$ cat config.mk
export PLATFORM = sky130hd
export DESIGN_NAME = dbpt_ram
export DESIGN_NICKNAME = d
export VERILOG_FILES = /design/src/rtl/dbpt_pkg.sv /design/src/rtl/dbpt_ram.sv
export SDC_FILE = /design/constraint.sdc
export NUM_CORES = 2
export LEC_CHECK = 0
export ABC_AREA = 1
export BUFFER_PORTS_ARGS = -buffer_cell sky130_fd_sc_hd__buf_2
export CAP_MARGIN = 30
export CORE_UTILIZATION = 44
export CTS_CLUSTER_DIAMETER = 50
export DETAILED_ROUTE_END_ITERATION = 10
export SYNTH_ARGS = -nofsm -noshare
export SYNTH_HDL_FRONTEND = slang
export SYNTH_SLANG_ARGS = --single-unit
$ cat constraint.sdc
create_clock -name clk_i -period 1.65 [get_ports clk_i]
set_input_delay 0 -clock clk_i [delete_from_list [all_inputs] [get_ports clk_i]]
set_output_delay 0 -clock clk_i [all_outputs]
set_load 0.02 [all_outputs]
$ cat src/rtl/dbpt_pkg.sv
// shared constants and types of the depth bucket priority tracker
`default_nettype none

package dbpt_pkg;

  localparam int MaxNodesDef  = 256;
  localparam int MaxDepthDef  = 256;
  localparam int MaxStatesDef = 8;

  localparam int FieldW   = 8;
  localparam int CfgW     = 4;
  localparam int LiveW    = 7;
  localparam int InDataW  = 32;
  localparam int OutDataW = 24;

  localparam logic [FieldW-1:0] TagNone      = 8'hFF;
  localparam logic [CfgW-1:0]   TrackedReset = 4'd1;

  typedef enum logic [2:0] {
    FuncSetState    = 3'd0,
    FuncDepthChange = 3'd1,
    FuncDestroy     = 3'd2,
    FuncGetState    = 3'd3,
    FuncPopTop      = 3'd4,
    FuncPopBottom   = 3'd5
  } func_e;

endpackage

`default_nettype wire

$ cat src/rtl/dbpt_ram.sv
// single write port, single read port memory with registered read data
`default_nettype none

module dbpt_ram #(
  parameter int Width = dbpt_pkg::FieldW,
  parameter int Depth = dbpt_pkg::MaxNodesDef
) (
  input  wire logic                     clk_i,
  input  wire logic                     we_i,
  input  wire logic [$clog2(Depth)-1:0] waddr_i,
  input  wire logic [Width-1:0]         wdata_i,
  input  wire logic [$clog2(Depth)-1:0] raddr_i,
  output logic      [Width-1:0]         rdata_o
);

  logic [Width-1:0] mem [Depth];

  always_ff @(posedge clk_i) begin
    if (we_i) begin
      mem[waddr_i] <= wdata_i;
    end
  end

  always_ff @(posedge clk_i) begin
    rdata_o <= mem[raddr_i];
  end

endmodule

`default_nettype wire

==> reports/metrics.yaml <==
cts.path.max_buffers: 3
crit_path_start_kind: "flop"
globalRouteOverflowTotal: 0
yosysTopAreaCellShare_pct: 73.74
post_cts_buffers: 0
slew_headroom_pct: 60.40
grt_pass1_vias: 54283
final_cell_area_sq_um: 100100
cts_tree: "built"
ys_top_cells_by_area: "edfxtp_1 (74%), nand3_1 (12%), nand2_1 (9.6%)"
timing.final.crit_share_pct: 97.72
peakVddDrop_uv: 966.7
drt-initial-drc-count: 6393
synth_area_leader_cell: "edfxtp_1"
antenna_left: 0
ioPinCount: 34
grt_pass1_wl_um: 355800
status: "finished clean"
clock_skew_ns: 0.05416
core_area_sq_um: 188000
clock_latency_ns: 0.85
path_clk_slew_ns: 0.06
layout_common_cells: "nand2_1 (2,115), edfxtp_1 (2,048), nand3_1 (1,886), buf_4 (548), nor2_1 (283)"
grtUsageTotal_pct: 25.04
rows: 159
power.switching_mw: 26.06
p_sw_share_pct: 22.87
ys_seq_area_share_pct: 73.94
cts_sinks: 2056
hpwlAfterDp_um: 153000
total_power_mw: 113.9
worstHoldPathType: "in2reg"
drt_pass1_iterations: 6
nets: 7539
ys_types: 14
numPlacedInstances: 9769
comb_power_share_pct: 7.0
fin_crit_ns: 1.612
cts_made_buffers: 212
leakage_nw: 36.02
max_freq_mhz: 620.2
pwr-share-seq_pct: 50.6
use_met1_pct: 34.38
grtUsageMet2_pct: 39.99
fp.dieW_um: 437.4
viasPerCell: 5.579
syn_avg_cell_area_sq_um: 11.91
worstSetupPathType: "reg2reg"
netlist_instances: 7003
grt_start_max_net_pins: 85
max-cap-violations: 0
routabilityCongestion: 0.9082
grt-busiest-layer: "met2"
die_y_um: 437.4
final_max_slew_viol_count: 0
layout_commonest_cell: "nand2_1"
drc: 0
synth_warnings: 0
worst_pin_slew_ns: 0.5933
powerDensity_nw_per_um2: 1138
port_buffers: 33
post_dp_cell_area_sq_um: 91910
drive_gt1_share_pct: 15.89
cts_root_buf: "clkbuf_16"
intPower_mw: 87.86
syn_area_sq_um: 83400
worstSetupEndpointType: "flop"
p_clk_share_pct: 42.3
ys_seq_elements: 2056
final_cells: 10193
die_area_sq_um: 191300
met3_usage_pct: 4.768
cp_data_arrival_time_ns: 2.35
antenna_found_initial: 10
synthToLayoutAreaGrowth_pct: 20.00
hold_viol: 0
setup_viol: 0
drt-total-wl_um: 242300
num_vias: 56866
cp.required_ns: 2.39
initial_core_util_pct: 44.36
cts_max_level: 4
synth_fp_nets: 7029
wl_per_cell_um: 23.77
rsz0062_at_grt: "true"
crit_fanout: 1
==> worst max-delay path, stage by stage, from the launching register on <==
cell and delay, ns:
edfxtp_1 0.35, nand2_1 0.10, nand3_2 0.11, nand3_1 0.12, nand3_2 0.10, nand3_4 0.11, nand3_4 0.17, nand3_2 0.12
buf_4 0.15, nand2_1 0.05, nand2_1 0.07, nand2_1 0.05
==> flip-flops by register name, summed over array words and instances (netlist names) <==
signal   count
mem       2048
rdata_o      8
==> kinds of logic (layout without fill, tap and decap cells) <==
logic type	count (synthesis)	count (layout)	share of synthesized area, %
simple gates	4425	4425	22.95
flops	2056	2056	73.94
buf+inv	522	1215	3.119
other cells	0	2	0
==> path summary, 6_finish.rpt <==
check / from / end / slack, ns / cells past startpoint
worst max-delay path: mem[185][3] / rdata_o[3] / 0.04 / 11
worst min-delay path: waddr_i[3] / mem[161][0] / 0.02 / 7
worst max register to register: mem[185][3] / rdata_o[3] / 0.04 / 11
worst min register to register: mem[77][3] / rdata_o[3] / 1.00 / 10
==> area by class of cell <==
type | count | area [sq um]
flip-flops and latches | 2056 | 61680
clock buffers | 258 | 5580
diodes | 2 | 5.005
multi-input cells | 4425 | 19990
clock inverters | 139 | 1459
repair buffers | 779 | 8065
well taps | 2495 | 3122
inverters | 39 | 180.2
fillers | 15592 | 87930
==> metal layers <==
layer | part of all wire (%) | vias up
met4 | 3.4 | 8
li1 | - | 25910
met3 | 8.5 | 417
met5 | 0.027 | -
met1 | 41 | 28158
met2 | 47 | 2373
==> synthesized netlist by cell type (all sizes together) <==
cell type,number
inv,39
clkbuf,112
buf,371
nand3,2019
edfxtp,2048
dfxtp,8
nor2,283
nand2,2123
==> power groups by stage <==
stage          Sequential [mW]  Combinational [mW]  Clock [mW]
2_1_floorplan             58.7                3.55           0
3_3_place_gp              58.8                7.59           0
3_5_place_dp              58.8                7.65           0
4_1_cts                   57.7                7.81        48.8
5_1_grt                   57.7                8.55        50.7
6_report                  57.7                8.01        48.2
==> metrics by stage <==
stage | hold slack, ns | TNS [ns] | util (%) | setup slack (ns)
floorplan | 0.09887 | 0 | - | 0.1585
global placement | 0.3902 | -4.644 | 48.89 | -0.6900
detailed placement | 0.3885 | -4.698 | 48.89 | -0.7098
CTS | 0.004312 | -0.01272 | 52.91 | -0.01069
global route | 0.04757 | -0.04666 | 53.23 | -0.02183
finish | 0.01853 | 0 | 53.23 | 0.03754
==> timing repair <==
item                                    in CTS  in global routing
pin swaps                                    1                 28
endpoints found under the hold margin     2229                  0
endpoints found under the setup margin      15                  9
gates cloned                                 0                  0
hold buffers                                26                  0
gates resized for setup                     57                115
Power figures use the tool's default switching activity.
